## src/hdl/gthm_pkg.sv

```systemverilog
// ----------------------------------------------------------------------------
// gthm_pkg: shared definitions for the grouped tag hash map
// Types, codes and default sizes used by every module of the block.
// ----------------------------------------------------------------------------
`default_nettype none

package gthm_pkg;

  // Default sizes for the top level parameters.
  localparam int DEF_GROUP_SLOTS = 16;
  localparam int DEF_MAX_GROUPS  = 32;
  localparam int DEF_VALUE_WIDTH = 32;

  // Fixed field widths.
  localparam int HASH_W     = 64;
  localparam int NODE_W     = 32;
  localparam int META_W     = 8;
  localparam int LANE_W_MAX = 6;   // enough for up to 64 lanes per group
  localparam int GCL_W      = 3;
  localparam int APB_AW     = 2;
  localparam int APB_DW     = 32;

  // Slot metadata encodings.
  localparam logic [META_W-1:0] META_EMPTY    = 8'h01;
  localparam logic [META_W-1:0] META_DEAD     = 8'h02;
  localparam logic [META_W-1:0] META_TAG_MASK = 8'hFC;

  // Request commands.
  localparam logic CMD_FIND = 1'b0;
  localparam logic CMD_SET  = 1'b1;

  // Result status codes.
  localparam logic [1:0] STAT_OK       = 2'd0;
  localparam logic [1:0] STAT_DUP      = 2'd1;
  localparam logic [1:0] STAT_NOTFOUND = 2'd2;
  localparam logic [1:0] STAT_FULL     = 2'd3;

  // Register map (byte addresses).
  localparam logic [APB_AW-1:0] REG_ADDR_GROUP_COUNT_LOG2 = 2'd0;
  localparam logic [GCL_W-1:0]  GCL_RESET                 = 3'd5;

  // Sequencer states.
  typedef enum logic [2:0] {
    S_CLEAR,
    S_IDLE,
    S_READ,
    S_CHECK,
    S_RESULT
  } gthm_state_t;

  // Outcome of comparing one group row against the request.
  typedef struct packed {
    logic                  hit;
    logic                  has_empty;
    logic                  has_dead;
    logic [LANE_W_MAX-1:0] hit_lane;
    logic [LANE_W_MAX-1:0] empty_lane;
    logic [LANE_W_MAX-1:0] dead_lane;
  } probe_res_t;

  // Slot memory controls from the sequencer.
  typedef struct packed {
    logic                  rd_en;
    logic                  clr_en;
    logic                  wr_en;
    logic [LANE_W_MAX-1:0] wr_lane;
  } mem_ctl_t;

endpackage

`default_nettype wire

```

## src/hdl/gthm_group_probe.sv

```systemverilog
// ----------------------------------------------------------------------------
// gthm_group_probe: group compare unit
// Compares every lane of one group row with the request in parallel and
// picks the first matching, first empty and first dead lane.
// ----------------------------------------------------------------------------
`default_nettype none

module gthm_group_probe #(
  parameter int GROUP_SLOTS = gthm_pkg::DEF_GROUP_SLOTS
) (
  input  logic [gthm_pkg::META_W-1:0] meta_row [GROUP_SLOTS],
  input  logic [gthm_pkg::HASH_W-1:0] hash_row [GROUP_SLOTS],
  input  logic [gthm_pkg::HASH_W-1:0] key_hash,
  output gthm_pkg::probe_res_t        res
);
  import gthm_pkg::*;

  logic [META_W-1:0] tag;

  assign tag = key_hash[META_W-1:0] & META_TAG_MASK;

  // Scan from the top lane down so the lowest lane wins each pick.
  always_comb begin
    res = '0;
    for (int l = GROUP_SLOTS - 1; l >= 0; l--) begin
      if ((meta_row[l] == tag) && (hash_row[l] == key_hash)) begin
        res.hit      = 1'b1;
        res.hit_lane = LANE_W_MAX'(l);
      end
      if (meta_row[l] == META_EMPTY) begin
        res.has_empty  = 1'b1;
        res.empty_lane = LANE_W_MAX'(l);
      end
      if (meta_row[l] == META_DEAD) begin
        res.has_dead  = 1'b1;
        res.dead_lane = LANE_W_MAX'(l);
      end
    end
  end

endmodule

`default_nettype wire

```

## config.mk

```make
export PLATFORM = sky130hd
export DESIGN_NAME = gthm_group_probe
export DESIGN_NICKNAME = d
export VERILOG_FILES = /design/src/hdl/gthm_pkg.sv /design/src/hdl/gthm_group_probe.sv
export SDC_FILE = /design/constraint.sdc
export NUM_CORES = 1
export LEC_CHECK = 0
export ABC_AREA = 1
export BUFFER_PORTS_ARGS = -buffer_cell sky130_fd_sc_hd__clkbuf_2
export CAP_MARGIN = 30
export CORE_AREA = 5 5 480 482
export DETAILED_ROUTE_END_ITERATION = 10
export DIE_AREA = 0 0 485 487
export SYNTH_ARGS = -nofsm -noshare
export SYNTH_HDL_FRONTEND = slang
export SYNTH_SLANG_ARGS = --single-unit
```

## constraint.sdc

```tcl
create_clock -name vclk -period 3.35
set_input_delay 0.67 -clock vclk [all_inputs]
set_output_delay 0.67 -clock vclk [all_outputs]
set_load 0.01 [all_outputs]
```

==> results of run 1 <==
[cells by family after synthesis]
family | synth area share, %
and+or+nand+nor | 39.13
AOI/OAI and AO/OA | 20.39
other | 0.02343
buffers and inverters | 14.42
xor gates and xnor gates | 26.05
[layer usage]
metal  vias up  wire (um)
met2      1972     142300
met3       475      19520
met5         -        314
met1     14160     117200
li1      13480          -
met4        48      15860
[path summary, 6_finish.rpt]
check / endpoint / cells past startpoint
min: res[0] / 5
max: res[12] / 25
[area by class of cell]
class	count	area, um2	area share (%)
diodes	59	147.6	0.4268
inverters	313	1270	3.671
multi-input cells	2443	14950	43.22
well taps	3009	3765	10.88
repair buffers	1999	14460	41.80
[through the flow]
stage / total power, mW / util (%)
3_5_place_dp: 4.705 / 13.96
3_3_place_gp: 4.735 / 13.96
4_1_cts: 4.905 / 14.61
5_1_grt: 5.317 / 15.29
6_report: 5.050 / 15.31
2_1_floorplan: 1.456 / -
[timing repair]
| action | 4_1_cts | 5_1_grt |
|---|---|---|
| pin swaps | 52 | 104 |
| cloned | 2 | 7 |
| setup endpoints to repair | 8 | 10 |
| setup buffers | 35 | 31 |
| resized for setup | 258 | 265 |
[placed cells by master (no fill, tap or decap), types with 45 or more instances in the layout]
master / netlist / final
buf_12: 0 / 135
buf_4: 42 / 540
buf_6: 35 / 77
clkbuf_2: 2 / 1192
diode_2: 0 / 59
inv_1: 281 / 269
nand2_1: 751 / 714
nand3_1: 70 / 55
nand4_1: 87 / 87
nor2_1: 312 / 281
nor4_1: 113 / 70
o2111ai_1: 53 / 50
o21ai_0: 240 / 225
o22ai_1: 93 / 93
or2_2: 46 / 45
xnor2_1: 210 / 204
xor2_1: 266 / 262
[power groups by stage]
stage,registers [mW],logic [mW],clock network [mW]
after global placement,0,4.74,0
after floorplan,0,1.46,0
after global routing,0,5.32,0.00000180
after CTS,0,4.91,0
after detailed placement,0,4.70,0
final,0,5.05,0.00000212
==> impl_results.rst, run 1 <==
.. list-table::
   :header-rows: 1

   * - Metric
     - Value
   * - Failing checks
     - negative setup slack
   * - Critical Path Fanout Max
     - 2
   * - Portion of total power attributed to the clock network
     - 0%
   * - Tcrit/Tclk final
     - 121.0%
   * - Die ar.
     - 236200 um2
   * - Static leakage power
     - 16.52 nW
   * - Final net count
     - 5973
   * - RePlAce Congestion
     - 0.9749
   * - Detailed-router iteration count before antenna repair
     - 6
   * - Number of failing hold endpoints at the final stage
     - 0
   * - Arrival time worst endpoint
     - 3.38 ns
   * - Final Non-Filler Cells
     - 7823
   * - Sequential cell area
     - 0 um2
   * - Global-route wire length before repair
     - 349800 um
   * - Core Footprint
     - 226000 um2
   * - Number of cells produced by synthesis
     - 2912
   * - Starting DRC count in detailed routing
     - 2629
   * - Setup-violating endpoint count in the final report
     - 7
   * - MaxCap Viol Count
     - 0
   * - Top cells by area in the synthesized netlist
     - nand2_1 (18%), xor2_1 (15%), xnor2_1 (11%)
   * - Met2 global-route usage
     - 41.30%
   * - Count of synthesis-stage warnings from yosys
     - 0
   * - Total Negative Setup Slacks
     - -3.441 ns
   * - Layout cell share with drive strength beyond 1
     - 47.95%
   * - Top cell types by occurrence after synthesis
     - nand2_1 (751), nor2_1 (312), inv_1 (281)
   * - Crit path from
     - key_hash[10]
   * - Vias in the first global route
     - 29710
   * - Area fraction of the dominant cell type after synthesis
     - 17.61%
   * - Number of distinct library cells after synthesis
     - 44
   * - DIE HEIGHT
     - 487 um
   * - Effective utilization at floorplan
     - 7.083%
   * - Global route hottest layer
     - met2
   * - Combined buffer and inverter count along the critical path
     - 6
   * - Share of synthesized area occupied by flip-flops and latches
     - 0%
   * - Global route total overflow
     - 0
   * - Number of top-level design ports
     - 1237
   * - Pwr/cell area
     - 146.0 nW/um2
   * - Final count of pins violating max slew
     - 0
   * - Number of buffers inserted for hold repair after clock tree synthesis
     - 0
   * - Crit path max-delay family
     - simple AND/OR/NAND/NOR gates
   * - Start point of the worst hold path
     - meta_row[112]
   * - Remaining design rule violation count
     - 0
   * - # rows
     - 175
   * - Placement Cell Area
     - 31540 um2
   * - FF+latch count
     - 0
   * - Number of antenna violations at the first check in global routing
     - 143
   * - Final ANT Viol Nets
     - 0
   * - Highest ir drop seen on vdd
     - 0.09727 mV
   * - Slew @ Worst Pin
     - 0.6735 ns
   * - Global Route met1 Usage
     - 27.68%
   * - Clkbuf count
     - 0
   * - Post-detail-place hpwl
     - 264400 um
   * - Net Switching
     - 3.006 mW
   * - Horiz. Die Dim
     - 485 um
   * - Post-Synthesis Mean Instance Area
     - 5.496 um2
   * - CP max stage delay
     - 0.24 ns
   * - Global-route total usage across every layer
     - 23.28%
   * - Sequential group share of total power
     - 0%
   * - Final instance area
     - 34590 um2
   * - Final Routed Wirelength
     - 295100 um
   * - Worst slack after detailed placement
     - -2.122 ns
   * - Routed via count
     - 30140
   * - Run status
     - finished with violations
   * - Detail-routed via count per cell
     - 3.852
   * - Hold Path Class
     - input pin to output pin
   * - Cell area after technology mapping
     - 16010 um2
   * - Clock period minus worst slack
     - 4.052 ns
   * - Area Growth Syn to Fin
     - 116.1%
   * - Kind of capture point of the worst setup path
     - output pin
   * - Slew Limit Headroom
     - 54.95%
   * - Critical path data required time
     - 2.68 ns
   * - Max Clock Freq
     - 246.8 MHz
   * - Power Internal
     - 2.044 mW
   * - Most instantiated library cell after synthesis
     - nand2_1
   * - Crit path setup slack, layout
     - -0.7021 ns
   * - Kind of start point of the critical path
     - input pin
   * - Hold Slack
     - 1.796 ns
   * - Cell taking the most area after synthesis
     - nand2_1
   * - Routed wire per std cell
     - 37.72 um
   * - Largest net degree at the start of global routing
     - 30
   * - Number of buffer cells added on primary ports
     - 1231
   * - Class of the most critical setup path
     - input pin to output pin
   * - Fraction of power consumed by combinational cells
     - 100.0%
   * - Number of fill cells in the layout
     - 26480
   * - Slowest cell on crit path
     - nand4_1
   * - GR Util met3
     - 3.818%
   * - Post-placement cell count
     - 7694
   * - Setup repair after global routing missed its margin
     - true
   * - Switching Fraction
     - 59.52%
Note: power is estimated with default switching activity, not from simulation.
==> run 2: changes to the inputs <==
Settings changed: ABC_AREA 1 to unset, CORE_AREA 5 5 480 482 to 5 5 474 476, DIE_AREA 0 0 485 487 to 0 0 479 481.
==> impl_results.rst, run 2 <==
.. list-table::
   :header-rows: 1

   * - Metric
     - Value
   * - MaxCap Viol Count
     - 0 (unchanged)
   * - Slew @ Worst Pin
     - 0.9964 ns (+0.3229 ns)
   * - Number of fill cells in the layout
     - 25610 (-3.3%)
   * - Setup-violating endpoint count in the final report
     - 7 (unchanged)
   * - Top cells by area in the synthesized netlist
     - xor2_1 (26%), xnor2_1 (20%), nor4_1 (7.7%)
   * - Number of top-level design ports
     - 1237 (unchanged)
   * - FF+latch count
     - 0 (unchanged)
   * - Power Internal
     - 2.056 mW (+0.58%)
   * - Number of buffer cells added on primary ports
     - 1231 (unchanged)
   * - Tcrit/Tclk final
     - 140.7% (+20 points)
   * - DIE HEIGHT
     - 481 um (-1.2%)
   * - Sequential cell area
     - 0 um2 (unchanged)
   * - Final count of pins violating max slew
     - 0 (unchanged)
   * - Net Switching
     - 2.968 mW (-1.2%)
   * - Final Routed Wirelength
     - 317400 um (+7.5%)
   * - # rows
     - 173 (-1.1%)
   * - Cell taking the most area after synthesis
     - xor2_1
   * - Fraction of power consumed by combinational cells
     - 100.0% (about the same)
   * - Number of failing hold endpoints at the final stage
     - 0 (unchanged)
   * - Post-Synthesis Mean Instance Area
     - 7.128 um2 (+30%)
   * - Cell area after technology mapping
     - 14000 um2 (-13%)
   * - Number of distinct library cells after synthesis
     - 63 (+43%)
   * - Post-detail-place hpwl
     - 293800 um (+11%)
   * - Switching Fraction
     - 59.08% (-0.44 points)
   * - Final net count
     - 5069 (-15%)
   * - Largest net degree at the start of global routing
     - 13 (-57%)
   * - Number of antenna violations at the first check in global routing
     - 215 (+50%)
   * - Share of synthesized area occupied by flip-flops and latches
     - 0% (unchanged)
   * - Starting DRC count in detailed routing
     - 3130 (+19%)
   * - Run status
     - finished with violations
   * - Kind of capture point of the worst setup path
     - output pin
   * - Most instantiated library cell after synthesis
     - xor2_1
   * - Kind of start point of the critical path
     - input pin
   * - Global-route wire length before repair
     - 373000 um (+6.6%)
   * - Top cell types by occurrence after synthesis
     - xor2_1 (417), xnor2_1 (319), nor4_1 (172)
   * - Critical Path Fanout Max
     - 9 (+7)
   * - Final instance area
     - 32270 um2 (-6.7%)
   * - Portion of total power attributed to the clock network
     - 0% (unchanged)
   * - Pwr/cell area
     - 155.7 nW/um2 (+6.7%)
   * - Global-route total usage across every layer
     - 26.10% (+2.8 points)
   * - Hold Path Class
     - input pin to output pin
   * - Class of the most critical setup path
     - input pin to output pin
   * - Slowest cell on crit path
     - nand4_1
   * - Sequential group share of total power
     - 0% (unchanged)
   * - Routed wire per std cell
     - 46.72 um (+24%)
   * - Leading cell type in the layout, fill and taps excluded
     - clkbuf_2
   * - Clock period minus worst slack
     - 4.713 ns (+0.6609 ns)
   * - Post-placement cell count
     - 6703 (-13%)
   * - CP max stage delay
     - 0.72 ns (+0.48 ns)
   * - Crit path setup slack, layout
     - -1.363 ns (-0.6609 ns)
   * - Commonest non-fill, non-tap cells in the layout
     - clkbuf_2 (1192), buf_4 (630), xor2_1 (415)
   * - RePlAce Congestion
     - 1.039 (+6.5%)
   * - Remaining design rule violation count
     - 0 (unchanged)
   * - Failing checks
     - negative setup slack
   * - Detail-routed via count per cell
     - 3.991 (+3.6%)
   * - Highest ir drop seen on vdd
     - 0.07908 mV (-19%)
   * - Global route total overflow
     - 0 (unchanged)
   * - Core Footprint
     - 220600 um2 (-2.4%)
   * - Routed via count
     - 27110 (-10%)
   * - Post-layout utilization of the core
     - 14.63% (-0.68 points)
   * - Slew Limit Headroom
     - 33.58% (-21 points)
   * - Critical path, cell by cell
     - clkbuf_2 > buf_4 > buf_8 > xor2_1 > nor4_4 > buf_4 > nand4_1 > nor4_2 > buf_4 > buf_4 > buf_4 > or3_4 > o22ai_4 > buf_2
   * - Layout cell share with drive strength beyond 1
     - 56.66% (+8.7 points)
   * - Placement Cell Area
     - 30380 um2 (-3.7%)
   * - Detailed-router iteration count before antenna repair
     - 6 (unchanged)
   * - Area fraction of the dominant cell type after synthesis
     - 26.09% (+8.5 points)
   * - Static leakage power
     - 14.58 nW (-12%)
   * - Arrival time worst endpoint
     - 4.04 ns (+0.66 ns)
   * - Setup repair after global routing missed its margin
     - true
   * - Max Clock Freq
     - 212.2 MHz (-14%)
   * - Combined buffer and inverter count along the critical path
     - 8 (+2)
   * - Effective utilization at floorplan
     - 6.347% (-0.74 points)
   * - Number of cells produced by synthesis
     - 1964 (-33%)
   * - Final Non-Filler Cells
     - 6793 (-13%)
   * - Cell seen most often among critical-path stages
     - buf_4
   * - Horiz. Die Dim
     - 479 um (-1.2%)
   * - Area Growth Syn to Fin
     - 130.5%
   * - Die ar.
     - 230400 um2 (-2.5%)
   * - Crit path max-delay family
     - simple AND/OR/NAND/NOR gates
   * - Final ANT Viol Nets
     - 0 (unchanged)
   * - Critical path data required time
     - 2.68 ns (about the same)
   * - Count of synthesis-stage warnings from yosys
     - 0 (unchanged)
   * - Worst slack after detailed placement
     - -2.558 ns (-0.4369 ns)
   * - Clkbuf count
     - 0 (unchanged)
   * - Hold Slack
     - 1.860 ns (+0.06450 ns)
   * - Vias in the first global route
     - 27540 (-7.3%)
==> run 2: cells by family (layout without fill, tap and decap cells) <==
group | Yosys count | after routing | share of synthesized area [%]
AOI/OAI and AO/OA | 384 | 384 | 21.20
xor gates and xnor gates | 736 | 736 | 46.05
buffers and inverters | 271 | 2153 | 8.723
other | 1 | 61 | 0.02679
and+or+nand+nor | 572 | 572 | 24.01
==> run 2: cell type report <==
| class | instances | area [um2] | share of cell area, % |
|---|---|---|---|
| antenna | 55 | 137.6 | 0.4265 |
| inverter | 128 | 505.5 | 1.566 |
| multi-input combinational | 1698 | 13920 | 43.13 |
| tap | 2887 | 3612 | 11.19 |
| timing repair buffer | 2025 | 14100 | 43.69 |
==> run 2: through the flow <==
stage / power [mW] / setup TNS [ns]
CTS: 4.962 / -6.982
finish: 5.025 / -6.636
global route: 5.171 / -6.750
global placement: 4.838 / -15.66
detailed placement: 4.814 / -13.29
floorplan: 1.349 / -0.005206
==> run 2: layer usage <==
metal  vias to the layer above  track usage, %  share of wire (%)
met2                      2229           44.84                 47
met5                         -               0               0.28
met3                       727           8.925                9.9
met1                     12920           29.09                 37
met4                       138           11.87                6.1
li1                      11110               -                  -
==> run 2: repair_timing <==
action	4_1_cts	5_1_grt
hold endpoints to repair	0	0
setup buffers	30	12
pin swaps	51	70
setup endpoints to repair	15	15
resized for setup	168	140
hold buffers	0	0
==> run 2: worst paths after layout <==
path,start,endpoint,slack (ns),cells after the start
setup / recovery,key_hash[34],res[12],-1.36,14
hold / removal,meta_row[96],res[6],1.86,4
==> run 2: power by group through the flow <==
| stage | clock network [mW] | logic, mW | registers, mW |
|---|---|---|---|
| finish | 0.00000220 | 5.02 | 0 |
| global route | 0.00000118 | 5.17 | 0 |
| CTS | 0 | 4.96 | 0 |
| detailed placement | 0 | 4.81 | 0 |
| global placement | 0 | 4.84 | 0 |
| floorplan | 0 | 1.35 | 0 |
