<file path="src/hdl/gthm_pkg.sv">
// ----------------------------------------------------------------------------
// gthm_pkg: shared definitions for the grouped tag hash map
// Types, codes and default sizes used by every module of the block.
// ----------------------------------------------------------------------------
`default_nettype none

package gthm_pkg;

  // Default sizes for the top level parameters.
  localparam int DEF_GROUP_SLOTS = 16;
  localparam int DEF_MAX_GROUPS  = 32;
  localparam int DEF_VALUE_WIDTH = 32;

  // Fixed field widths.
  localparam int HASH_W     = 64;
  localparam int NODE_W     = 32;
  localparam int META_W     = 8;
  localparam int LANE_W_MAX = 6;   // enough for up to 64 lanes per group
  localparam int GCL_W      = 3;
  localparam int APB_AW     = 2;
  localparam int APB_DW     = 32;

  // Slot metadata encodings.
  localparam logic [META_W-1:0] META_EMPTY    = 8'h01;
  localparam logic [META_W-1:0] META_DEAD     = 8'h02;
  localparam logic [META_W-1:0] META_TAG_MASK = 8'hFC;

  // Request commands.
  localparam logic CMD_FIND = 1'b0;
  localparam logic CMD_SET  = 1'b1;

  // Result status codes.
  localparam logic [1:0] STAT_OK       = 2'd0;
  localparam logic [1:0] STAT_DUP      = 2'd1;
  localparam logic [1:0] STAT_NOTFOUND = 2'd2;
  localparam logic [1:0] STAT_FULL     = 2'd3;

  // Register map (byte addresses).
  localparam logic [APB_AW-1:0] REG_ADDR_GROUP_COUNT_LOG2 = 2'd0;
  localparam logic [GCL_W-1:0]  GCL_RESET                 = 3'd5;

  // Sequencer states.
  typedef enum logic [2:0] {
    S_CLEAR,
    S_IDLE,
    S_READ,
    S_CHECK,
    S_RESULT
  } gthm_state_t;

  // Outcome of comparing one group row against the request.
  typedef struct packed {
    logic                  hit;
    logic                  has_empty;
    logic                  has_dead;
    logic [LANE_W_MAX-1:0] hit_lane;
    logic [LANE_W_MAX-1:0] empty_lane;
    logic [LANE_W_MAX-1:0] dead_lane;
  } probe_res_t;

  // Slot memory controls from the sequencer.
  typedef struct packed {
    logic                  rd_en;
    logic                  clr_en;
    logic                  wr_en;
    logic [LANE_W_MAX-1:0] wr_lane;
  } mem_ctl_t;

endpackage

`default_nettype wire

</file>
<file path="src/hdl/gthm_cfg.sv">
// ----------------------------------------------------------------------------
// gthm_cfg: configuration register
// Holds the group count exponent and derives the group mask and count in use.
// ----------------------------------------------------------------------------
`default_nettype none

module gthm_cfg #(
  parameter int MAX_GROUPS = gthm_pkg::DEF_MAX_GROUPS,
  parameter int GW         = (MAX_GROUPS > 1) ? $clog2(MAX_GROUPS) : 1
) (
  input  logic                          clk,
  input  logic                          rst_n,
  input  logic                          psel,
  input  logic                          penable,
  input  logic                          pwrite,
  input  logic [gthm_pkg::APB_AW-1:0]   paddr,
  input  logic [gthm_pkg::APB_DW-1:0]   pwdata,
  output logic [gthm_pkg::APB_DW-1:0]   prdata,
  output logic                          pready,
  output logic [GW-1:0]                 grp_mask,
  output logic [GW:0]                   grp_count
);
  import gthm_pkg::*;

  // Largest exponent whose group count still fits in the table.
  localparam int LG_MAX = $clog2(MAX_GROUPS + 1) - 1;
  // The same limit, but never above what the register can hold.
  localparam int LG_TOP = (LG_MAX < (1 << GCL_W)) ? LG_MAX : (1 << GCL_W) - 1;

  logic [GCL_W-1:0] gcl_r;
  logic [GCL_W-1:0] gcl_nxt;
  logic [GCL_W-1:0] lg_eff;
  logic             wr_hit;

  assign pready = 1'b1;
  assign wr_hit = psel && penable && pwrite && (paddr == REG_ADDR_GROUP_COUNT_LOG2);

  // Register write.
  always_comb begin
    gcl_nxt = gcl_r;
    if (wr_hit) begin
      gcl_nxt = pwdata[GCL_W-1:0];
    end
  end

  always_ff @(posedge clk) begin
    if (!rst_n) begin
      gcl_r <= GCL_RESET;
    end else begin
      gcl_r <= gcl_nxt;
    end
  end

  // Read back.
  always_comb begin
    prdata = '0;
    if (paddr == REG_ADDR_GROUP_COUNT_LOG2) begin
      prdata = APB_DW'(gcl_r);
    end
  end

  // Saturate the exponent so the group count never exceeds the table.
  assign lg_eff    = (gcl_r > GCL_W'(LG_TOP)) ? GCL_W'(LG_TOP) : gcl_r;
  assign grp_count = (GW + 1)'(1) << lg_eff;
  assign grp_mask  = GW'(grp_count - (GW + 1)'(1));

endmodule

`default_nettype wire

</file>
<file path="config.mk">
export PLATFORM = sky130hd
export DESIGN_NAME = gthm_cfg
export DESIGN_NICKNAME = d
export VERILOG_FILES = /design/src/hdl/gthm_pkg.sv /design/src/hdl/gthm_cfg.sv
export SDC_FILE = /design/constraint.sdc
export NUM_CORES = 1
export LEC_CHECK = 0
export BUFFER_PORTS_ARGS = -buffer_cell sky130_fd_sc_hd__clkbuf_2
export CAP_MARGIN = 30
export CORE_MARGIN = 2
export CORE_UTILIZATION = 27
export CTS_BUF_LIST = sky130_fd_sc_hd__clkbuf_4 sky130_fd_sc_hd__clkbuf_8
export CTS_CLUSTER_DIAMETER = 120
export DETAILED_ROUTE_END_ITERATION = 10
export GPL_TIMING_DRIVEN = 0
export PLACE_DENSITY = 0.82
export SYNTH_ARGS = -nofsm -noshare
export SYNTH_HDL_FRONTEND = slang
export SYNTH_SLANG_ARGS = --single-unit
</file>
<file path="constraint.sdc">
create_clock -name clk -period 1.85 [get_ports clk]
set_input_delay 0.37 -clock clk [delete_from_list [all_inputs] [get_ports clk]]
set_output_delay 0.37 -clock clk [all_outputs]
set_load 0.05 [all_outputs]
</file>
==> key figures, run 1 <==
Status
  – Status: completed

Timing
  – Post-Route Skew: 0 ns
  – Crit path time final: about 1.8 ns
  – Portion of the clock cycle consumed by the worst path in the final layout: 98.7%
  – Number of pins exceeding their max-slew limit in the final report: 0
  – Maximum achievable frequency: 548 MHz
  – Hold Fails Final Rpt: 0
  – Final setup TNS: 0 ns
  – Final count of negative-setup-slack endpoints: 0
  – Unrepaired setup endpoints after global routing: yes

Clock network
  – Insertion delay of the later-clocked pin in the worst-skew pair: about 0.23 ns
  – Library cell used as clock root buffer: clkbuf_4
  – Post-CTS clock slew at the launch and capture registers of the worst setup and hold paths: approximately 0.040 ns
  – Total clock buffers created by CTS: 3
  – CTS Buffer Depth: 2
  – Number of sinks on the clock net: 3
  – CTS H-tree lvls: 1
  – Clock tree from TritonCTS: built

Final layout
  – Growth of design area from synthesis to finish: 80.6%
  – Most frequent cells in the layout: 34 x buf_4, 30 x conb_1, 21 x clkbuf_2
  – Number of nets in the layout: between 150 and 200
  – Max FFs per register: 3
  – Largest reg by FF count: gcl_r
  – Finished layout cell area: 841 sq um
  – Share of layout cells above drive strength 1: between 60% and 70%
  – Filler Cell Count: about 180
  – Non-filler cells in the finished layout: 140
  – Final standard cell utilization of the core: 50.3%
  – Most frequent standard cell in the layout excluding fill and tap cells: buf_4
  – Regs by FF count: gcl_r: 3 flops
  – Antenna fix cells: 0

Critical path
  – Total stage count of the critical path: 5
  – Maximum cell stage delay along the critical path: 0.38 ns
  – Count of cells along the worst register-to-register path: 3
  – Critical Path, Cell by Cell: inv_2 -> or3_4 -> ha_4 -> xor2_4 -> buf_8
  – Critical path capture point type: output pin
  – Critical-path top delay cell: or3_4
  – Endpoint arrival time on the critical path: 1.46 ns
  – Last element of the critical path: grp_mask[2]
  – Critical path required time: 1.48 ns
  – Worst r2r dst: gcl_r[0]
  – Dominant delay contributor by cell family on the critical path: simple AND/OR/NAND/NOR gates
  – Kind of launch point of the worst setup path: register
  – Combined buffer and inverter count along the critical path: 2
  – Setup crit start: gcl_r[0]
  – Launching point of the worst reg2reg path: gcl_r[0]
  – Critical path class: register to output pin
  – Max Fanout on Critical Path: 2
  – Setup slack on the worst flop-to-flop path: 1.11 ns

GRT
  – Total GRT Usage: just over 10%
  – Via count of the first global-routing pass: around 380
  – Number of antenna violations at the first check in global routing: 0
  – Largest net degree at the start of global routing: 9
  – GRT Residual Overflow: 0
  – Wire length of the first global-routing pass: 1.51 mm

Placed design
  – DP Area: approximately 740 sq um
  – HPWL after detailed placement: 836 um
  – Final weighted congestion in routability-driven placement: 0.666
  – Count of input and output buffers: 23
  – Placed Cells incl. Taps: 132

Synthesis
  – Synthesized cell area: 465 sq um
  – Count of state elements after synthesis: 3
  – Synth top area cells: buf_4 48%, dfxtp_1 13%, nor3_1 3.2%
  – Post-synth top area cell: buf_4
  – Synth Instances: 64
  – Unique cell type count in the Yosys netlist: 19
  – Area share of the leading cell type in the synthesized netlist: between 40 and 50%
  – Mean post-synth cell area: roughly 7.3 sq um
  – Sequential fraction of the synthesis area: between 10% and 20%
  – Count of synthesis-stage warnings from yosys: 0

Detailed routing
  – Post-route antenna net violation count: 0
  – Initial detailed-routing violation count: 2
  – DRT Pass-1 Iters: 2
  – Vias per std cell: between 3 and 4
  – Detail-routed net length per standard cell: 7.29 um
  – Post-detailed-routing wire length: 1.02 mm
  – Remaining design rule violation count: 0
  – Detailed-route via count: 494

Run
  – Reported max-cap violation count: 0

Worst hold path
  – Type of the tightest min-delay check: input port to register

Power and ir drop
  – IR drop worst, VDD: between 200 and 300 uV
  – P per Cell Area: ~530 nW/um^2
  – Leakage: 0.528 nW
  – Final total power: 0.446 mW

Floorplanning
  – Cell row count: 15
  – Num ports: a little over 80
  – Die area: 2070 sq um
  – Floorplan core area: approximately 1700 sq um
  – Effective utilization at floorplan: 27.9%
  – Die height: between 40 and 50 um
  – Die span in x: 45.5 um
==> power breakdown <==
group          internal, mW  switching (mW)  total (mW)  leakage [nW]
Clock                0.0955          0.0353       0.131        0.0184
Sequential           0.0664         0.00123      0.0676        0.0244
Combinational        0.0664           0.182       0.248         0.485
Total                 0.228           0.218       0.446         0.528
==> Yosys cell counts, drive strengths merged <==
cell type	number
mux2i	1
buf	30
clkbuf	1
conb	2
nor3	3
nand2	3
inv	5
and3	3
or3	1
o211ai	2
nand3	2
ha	1
xor2	1
and2	2
dfxtp	3
nor2	4
==> worst min-delay path by stage <==
stage / depth (start not counted) / slack, ns / endpoint / start
4_1_cts: 3 / 0.34 / gcl_r[1] / pwdata[1]
5_1_grt: 2 / 0.36 / gcl_r[2] / rst_n
3_3_place_gp: 2 / 0.53 / gcl_r[1] / gcl_r[1]
3_5_place_dp: 2 / 0.55 / gcl_r[1] / gcl_r[1]
2_1_floorplan: 1 / 0.46 / gcl_r[0] / rst_n
6_report: 3 / 0.36 / gcl_r[1] / pwdata[1]
==> metrics by stage <==
| stage | setup WS (ns) | hold WS (ns) |
|---|---|---|
| 3_3_place_gp | -0.0116 | 0.532 |
| 6_report | 0.0238 | 0.357 |
| 2_1_floorplan | 0.0107 | 0.459 |
| 3_5_place_dp | -0.0268 | 0.547 |
| 5_1_grt | -0.00748 | 0.358 |
| 4_1_cts | -0.0257 | 0.342 |
==> repair_timing <==
item | in CTS | in global routing
hold buffers | 0 | 0
setup buffers | 4 | 0
pin swaps | 3 | 2
endpoints found under the setup margin | 2 | 2
resized for setup | 8 | 3
==> worst reg2reg max path: cells and delay by family (launching register included) <==
family | cells | cell delay (ns)
DFF | 1 | 0.32
AOI/OAI and AO/OA | 1 | 0.17
buffers and inverters | 2 | 0.16
==> metal layers <==
metal / global-route usage [%] / vias up / share of wire [%]
met5: 0 / - / 0
met3: 2.38 / 0 / 11
met1: 9.95 / 204 / 35
met4: 7.06 / 0 / 0
met2: 18.3 / 31 / 54
li1: - / 259 / -
==> area by class of cell <==
cell class | count | area [sq um] | share of cell area, %
Multi-Input combinational cell | 53 | 314 | 37.4
Buffer | 31 | 229 | 27.2
Timing Repair Buffer | 27 | 165 | 19.6
Sequential cell | 3 | 62.6 | 7.44
Clock buffer | 4 | 30.0 | 3.57
Tap cell | 17 | 21.3 | 2.53
Inverter | 5 | 18.8 | 2.23
==> cell families after synthesis <==
kind of cell,Yosys count,share of synthesized area (%)
other,2,1.61
AOI/OAI and AO/OA,2,3.22
xor gates and xnor gates,1,1.88
muxes,1,2.15
buffers and inverters,36,53.2
and+or+nand+nor,18,22.3
adders and majority gates,1,2.69
DFF,3,12.9
No activity file was read; power rests on OpenSTA's default activity.
==> run 2, diff against run 1 <==
CORE_UTILIZATION = 24   (was 27)
HOLD_SLACK_MARGIN = 0.08   (was not set)
PLACE_DENSITY = 0.77   (was 0.82)
clock period = 1.6 ns   (was 1.85 ns; I/O delays follow)
==> run 2 against run 1 <==
Net effect:
- the flow now finishes with violations (setup timing)
- sequential share of layout area down 0.24 points
- count of clock-buffer cells in the layout unchanged
- final cell count up 7.9%
- critical path type unchanged
- largest cell class unchanged
- highest routed layer unchanged
==> key figures, run 2 (synthesis results as in run 1) <==
Status
  – Status: complete, but fails checks
  – Violations in the final reports: setup timing

GRT
  – Largest net degree at the start of global routing: 9
  – Wire length of the first global-routing pass: 1.42 mm
  – Via count of the first global-routing pass: 367
  – Total GRT Usage: approximately a tenth
  – GRT Residual Overflow: 0
  – Number of antenna violations at the first check in global routing: 0

Critical path
  – Maximum cell stage delay along the critical path: 0.38 ns
  – Max Fanout on Critical Path: 3
  – Critical path capture point type: output pin
  – Critical path class: register to output pin
  – Critical Path, Cell by Cell: inv_4 -> or3_4 -> ha_4 -> clkinvlp_4 -> buf_8
  – Setup slack on the worst flop-to-flop path: 0.71 ns
  – Kind of launch point of the worst setup path: register
  – Critical-path top delay cell: or3_4
  – Endpoint arrival time on the critical path: roughly 1.5 ns
  – Critical path required time: about 1.3 ns

Detailed routing
  – Post-route antenna net violation count: 0
  – DRT Pass-1 Iters: 4
  – DR top layer: met3
  – Initial detailed-routing violation count: 4
  – Detailed-route via count: a little over 500
  – Vias per std cell: approximately 3.4
  – Routed length on met1: 401 um
  – Post-detailed-routing wire length: 1.15 mm
  – Met2 wire length: 618 um
  – Detail-routed net length per standard cell: 7.64 um
  – Amount of wire on met3 after detailed routing: 132 um
  – Remaining design rule violation count: 0

Clock network
  – Insertion delay of the later-clocked pin in the worst-skew pair: 0.23 ns
  – Number of buffers added to fix hold violations after cts: 0
  – Number of sinks on the clock net: 3
  – Clock tree from TritonCTS: built
  – Post-CTS clock slew at the launch and capture registers of the worst setup and hold paths: 0.04 ns
  – Library cell used as clock root buffer: clkbuf_4
  – CTS H-tree lvls: 1
  – CTS Buffer Depth: 2
  – Total clock buffers created by CTS: 3

Power and ir drop
  – IR drop worst, VDD: 248 uV
  – Leakage: approximately 0.56 nW
  – P per Cell Area: 559 nW/um^2

Floorplanning
  – Floorplan core area: 1780 sq um
  – Cell row count: 15
  – Die height: 48.0 um
  – Effective utilization at floorplan: a little over a quarter
  – Die area: 2310 sq um
  – Die span in x: 48.0 um
  – Num ports: 83

Worst hold path
  – Type of the tightest min-delay check: input port to register

Timing
  – Portion of the clock cycle consumed by the worst path in the final layout: 115%
  – Post-Route Skew: 0 ns
  – Hold Fails Final Rpt: 0
  – Final count of negative-setup-slack endpoints: 3
  – Number of pins exceeding their max-slew limit in the final report: 0
  – Worst Slack Setup Final: -0.233 ns
  – Maximum achievable frequency: 546 MHz
  – Crit path time final: 1.83 ns
  – Unrepaired setup endpoints after global routing: yes

Placed design
  – DP Area: between 700 and 800 sq um
  – HPWL after detailed placement: 891 um
  – Count of input and output buffers: 23
  – Final weighted congestion in routability-driven placement: a little over 0.6
  – Placed Cells incl. Taps: 140

Final layout
  – Growth of design area from synthesis to finish: 102%
  – Most frequent cells in the layout: 37 x buf_4, 30 x conb_1, 17 x clkbuf_2
  – Share of layout cells above drive strength 1: around two thirds
  – Max FFs per register: 3
  – Number of nets in the layout: 167
  – Largest reg by FF count: gcl_r
  – Regs by FF count: gcl_r: 3 flops
  – Finished layout cell area: 938 sq um
  – Most frequent standard cell in the layout excluding fill and tap cells: buf_4
  – Non-filler cells in the finished layout: 151
  – Antenna fix cells: 0
  – Filler Cell Count: about 180

Run
  – Reported max-cap violation count: 0
[run 2: changes by cell type in the layout (fill, tap and decap cells not counted), moves of 2 or more]
cell      before  now
dfxtp_4        0    2
dfxtp_2        2    0
buf_4         34   37
buf_6          0    3
clkbuf_2      21   17
[run 2: cell type report]
type | count | area, sq um | area share [%]
buffer | 31 | 229 | 24.4
multi-input combinational | 53 | 329 | 35.1
timing repair buffer | 30 | 226 | 24.1
sequential | 3 | 67.6 | 7.20
clock buffer | 4 | 30.0 | 3.20
inverter | 5 | 25.0 | 2.67
tap | 25 | 31.3 | 3.33
[run 2: through the flow]
step | setup slack, ns | power, mW | setup TNS [ns] | utilization, % | hold slack (ns)
CTS | -0.246 | 0.524 | -0.571 | 50.5 | 0.292
global placement | -0.214 | 0.355 | -0.372 | 42.5 | 0.534
detailed placement | -0.257 | 0.356 | -0.434 | 42.5 | 0.543
floorplan | -0.189 | 0.333 | -0.296 | - | 0.409
global route | -0.274 | 0.557 | -0.659 | 52.6 | 0.305
finish | -0.233 | 0.525 | -0.521 | 52.6 | 0.302
[run 2: worst max-delay path: cells and delay by family, from the launching register on]
kind	cells	cell delay (ns)
fa+ha+maj	1	0.29
buf+inv	3	0.25
flops	1	0.36
simple gates	1	0.38
[run 2: power by group]
group	internal (mW)	switching (mW)
logic	0.0835	0.213
registers	0.0739	0.00155
clock network	0.111	0.0424
total	0.268	0.257
[run 2: worst paths after layout]
kind / from / to / cells past startpoint
max reg2reg: gcl_r[0] / gcl_r[0] / 4
max: gcl_r[0] / grp_mask[1] / 5
min reg2reg: gcl_r[1] / gcl_r[1] / 3
min: pwdata[1] / gcl_r[1] / 3
[run 2: per-layer routing]
layer | vias to the layer above | track usage [%]
met1 | 210 | 8.67
met4 | 0 | 6.49
met3 | 0 | 3.40
met2 | 34 | 17.1
li1 | 265 | -
met5 | - | 0
[run 2: timing repair]
item	CTS	global route
setup endpoints to repair	4	6
gates resized for setup	17	13
pin swaps	3	1
buffers inserted	6	1
==> run 3, diff against run 2 <==
CORE_ASPECT_RATIO = 1.5   (was not set)
CORE_UTILIZATION = 23   (was 24)
CTS_BUF_LIST = not set   (was sky130_fd_sc_hd__clkbuf_4 sky130_fd_sc_hd__clkbuf_8)
GPL_ROUTABILITY_DRIVEN = 0   (was not set)
PLACE_DENSITY = 0.74   (was 0.77)
==> run 3 against run 2 <==
Net effect:
- the flow still finishes with violations (setup timing)
- setup slack gained 0.029 ns
- routed wire length shrank 6.2%
- sequential power grew 4.0%
- hold slack gained 0.0054 ns
- count of clock-buffer cells in the layout is the same
==> key figures, run 3 (synthesis results as in run 1) <==
Critical path
  – Endpoint arrival time on the critical path: 1.48 ns
  – Critical path class: register to output pin
  – Worst r2r dst: gcl_r[0]
  – Max Fanout on Critical Path: 2
  – Critical path required time: 1.28 ns
  – Kind of launch point of the worst setup path: register
  – Count of cells along the worst register-to-register path: 4
  – Critical path capture point type: output pin
  – Setup slack on the worst flop-to-flop path: ~0.73 ns
  – Launching point of the worst reg2reg path: gcl_r[0]

GRT
  – Number of antenna violations at the first check in global routing: 0
  – Via count of the first global-routing pass: 434
  – GRT Residual Overflow: 0
  – Largest net degree at the start of global routing: 9
  – Wire length of the first global-routing pass: between 1.5 and 2 mm
  – Total GRT Usage: 10.1%

Clock network
  – CTS H-tree lvls: 1
  – CTS Buffer Depth: 2
  – Clock tree from TritonCTS: built
  – Number of sinks on the clock net: 3
  – Insertion delay of the later-clocked pin in the worst-skew pair: 0.23 ns
  – Post-CTS clock slew at the launch and capture registers of the worst setup and hold paths: 0.04 ns
  – Library cell used as clock root buffer: clkbuf_4
  – Total clock buffers created by CTS: 3
  – Number of buffers added to fix hold violations after cts: 0

Power and ir drop
  – IR drop worst, VDD: ~330 uV
  – Leakage: 0.535 nW
  – P per Cell Area: 571 nW/um^2

Detailed routing
  – Detailed-route via count: 477
  – Remaining design rule violation count: 0
  – Post-route antenna net violation count: 0
  – Post-detailed-routing wire length: 1.08 mm
  – DRT Pass-1 Iters: 3
  – Vias per std cell: 3.29
  – Detail-routed net length per standard cell: 7.46 um
  – Initial detailed-routing violation count: 3

Placed design
  – Count of input and output buffers: 23
  – HPWL after detailed placement: 843 um
  – DP Area: 752 sq um

Timing
  – Min Hold Slack: 0.307 ns
  – Post-Route Skew: 0 ns
  – Portion of the clock cycle consumed by the worst path in the final layout: 113%
  – Hold Fails Final Rpt: 0
  – Unrepaired setup endpoints after global routing: yes
  – Maximum achievable frequency: ~550 MHz
  – Worst Slack Setup Final: -0.204 ns
  – Final count of negative-setup-slack endpoints: 3
  – Number of pins exceeding their max-slew limit in the final report: 0
  – Crit path time final: 1.80 ns

Final layout
  – Share of layout cells above drive strength 1: 64.5%
  – Largest reg by FF count: gcl_r
  – Finished layout cell area: 886 sq um
  – Regs by FF count: gcl_r: 3 flops
  – Most frequent standard cell in the layout excluding fill and tap cells: buf_4
  – Antenna fix cells: 0
  – Final standard cell utilization of the core: 47.2%
  – Most frequent cells in the layout: 36 x buf_4, 30 x conb_1, 15 x clkbuf_2
  – Growth of design area from synthesis to finish: 90.3%
  – Max FFs per register: 3
  – Number of nets in the layout: 165

Worst hold path
  – Type of the tightest min-delay check: input port to register
  – HP Start: rst_n
  – End point of the worst hold path: gcl_r[0]
  – Number of cells on the worst hold path: 2

Floorplanning
  – Cell row count: 19
  – Die height: between 50 and 60 um
  – Num ports: 83
  – Die area: 2410 sq um
  – Die span in x: 40.7 um
  – Floorplan core area: 1880 sq um
  – Effective utilization at floorplan: 24.8%

Run
  – Reported max-cap violation count: 0

Status
  – Status: complete, but fails checks
  – Violations in the final reports: setup timing
run 3: area by class of cell:
class                           instances  area, sq um
Clock buffer                            4         26.3
Tap cell                               21         26.3
Timing Repair Buffer                   28          200
Multi-Input combinational cell         53          318
Inverter                                5         22.5
Sequential cell                         3         63.8
Fill cell                             190          992
Buffer                                 31          229
run 3: worst max-delay path, stage by stage (launching register included):
cell        delay [ns]
dfxtp_2           0.33
inv_2             0.04
or3_4             0.38
ha_4              0.29
clkinvlp_4        0.07
buf_8             0.15
run 3: worst max path at each step:
| stage | startpoint | endpoint | slack (ns) | cells past startpoint |
|---|---|---|---|---|
| 3_5_place_dp | gcl_r[0] | grp_mask[2] | -0.21 | 5 |
| 6_report | gcl_r[0] | grp_mask[1] | -0.20 | 5 |
| 2_1_floorplan | gcl_r[1] | grp_mask[2] | -0.19 | 4 |
| 3_3_place_gp | gcl_r[0] | grp_mask[2] | -0.21 | 5 |
| 5_1_grt | gcl_r[0] | grp_mask[1] | -0.24 | 5 |
| 4_1_cts | gcl_r[0] | grp_mask[1] | -0.24 | 5 |
run 3: layer usage:
metal  up-vias  track usage (%)  wire [um]  part of all wire (%)
met3         0             5.64        172                    16
li1        259                -          -                     -
met5         -                0          0                     0
met2        41             17.5        562                    52
met4         0             5.71          0                     0
met1       177             8.31        348                    32
run 3: through the flow:
stage          TNS [ns]  power, mW  cells  setup slack, ns
4_1_cts          -0.468      0.506    143           -0.240
5_1_grt          -0.553      0.539    145           -0.244
2_1_floorplan    -0.296      0.333     92           -0.189
6_report         -0.403      0.506    145           -0.204
3_3_place_gp     -0.351      0.355    136           -0.205
3_5_place_dp     -0.358      0.356    136           -0.210
run 3: timing repair:
item / in CTS / in global routing
setup buffers: 3 / 2
setup endpoints to repair: 3 / 7
pin swaps: 3 / 2
endpoints found under the hold margin: 0 / 0
resized for setup: 10 / 20
run 3: where the power goes:
group | internal [mW] | total, mW | switching (mW)
clock network | 0.0937 | 0.136 | 0.0423
registers | 0.0769 | 0.0784 | 0.00154
logic | 0.0810 | 0.292 | 0.211
total | 0.252 | 0.506 | 0.254
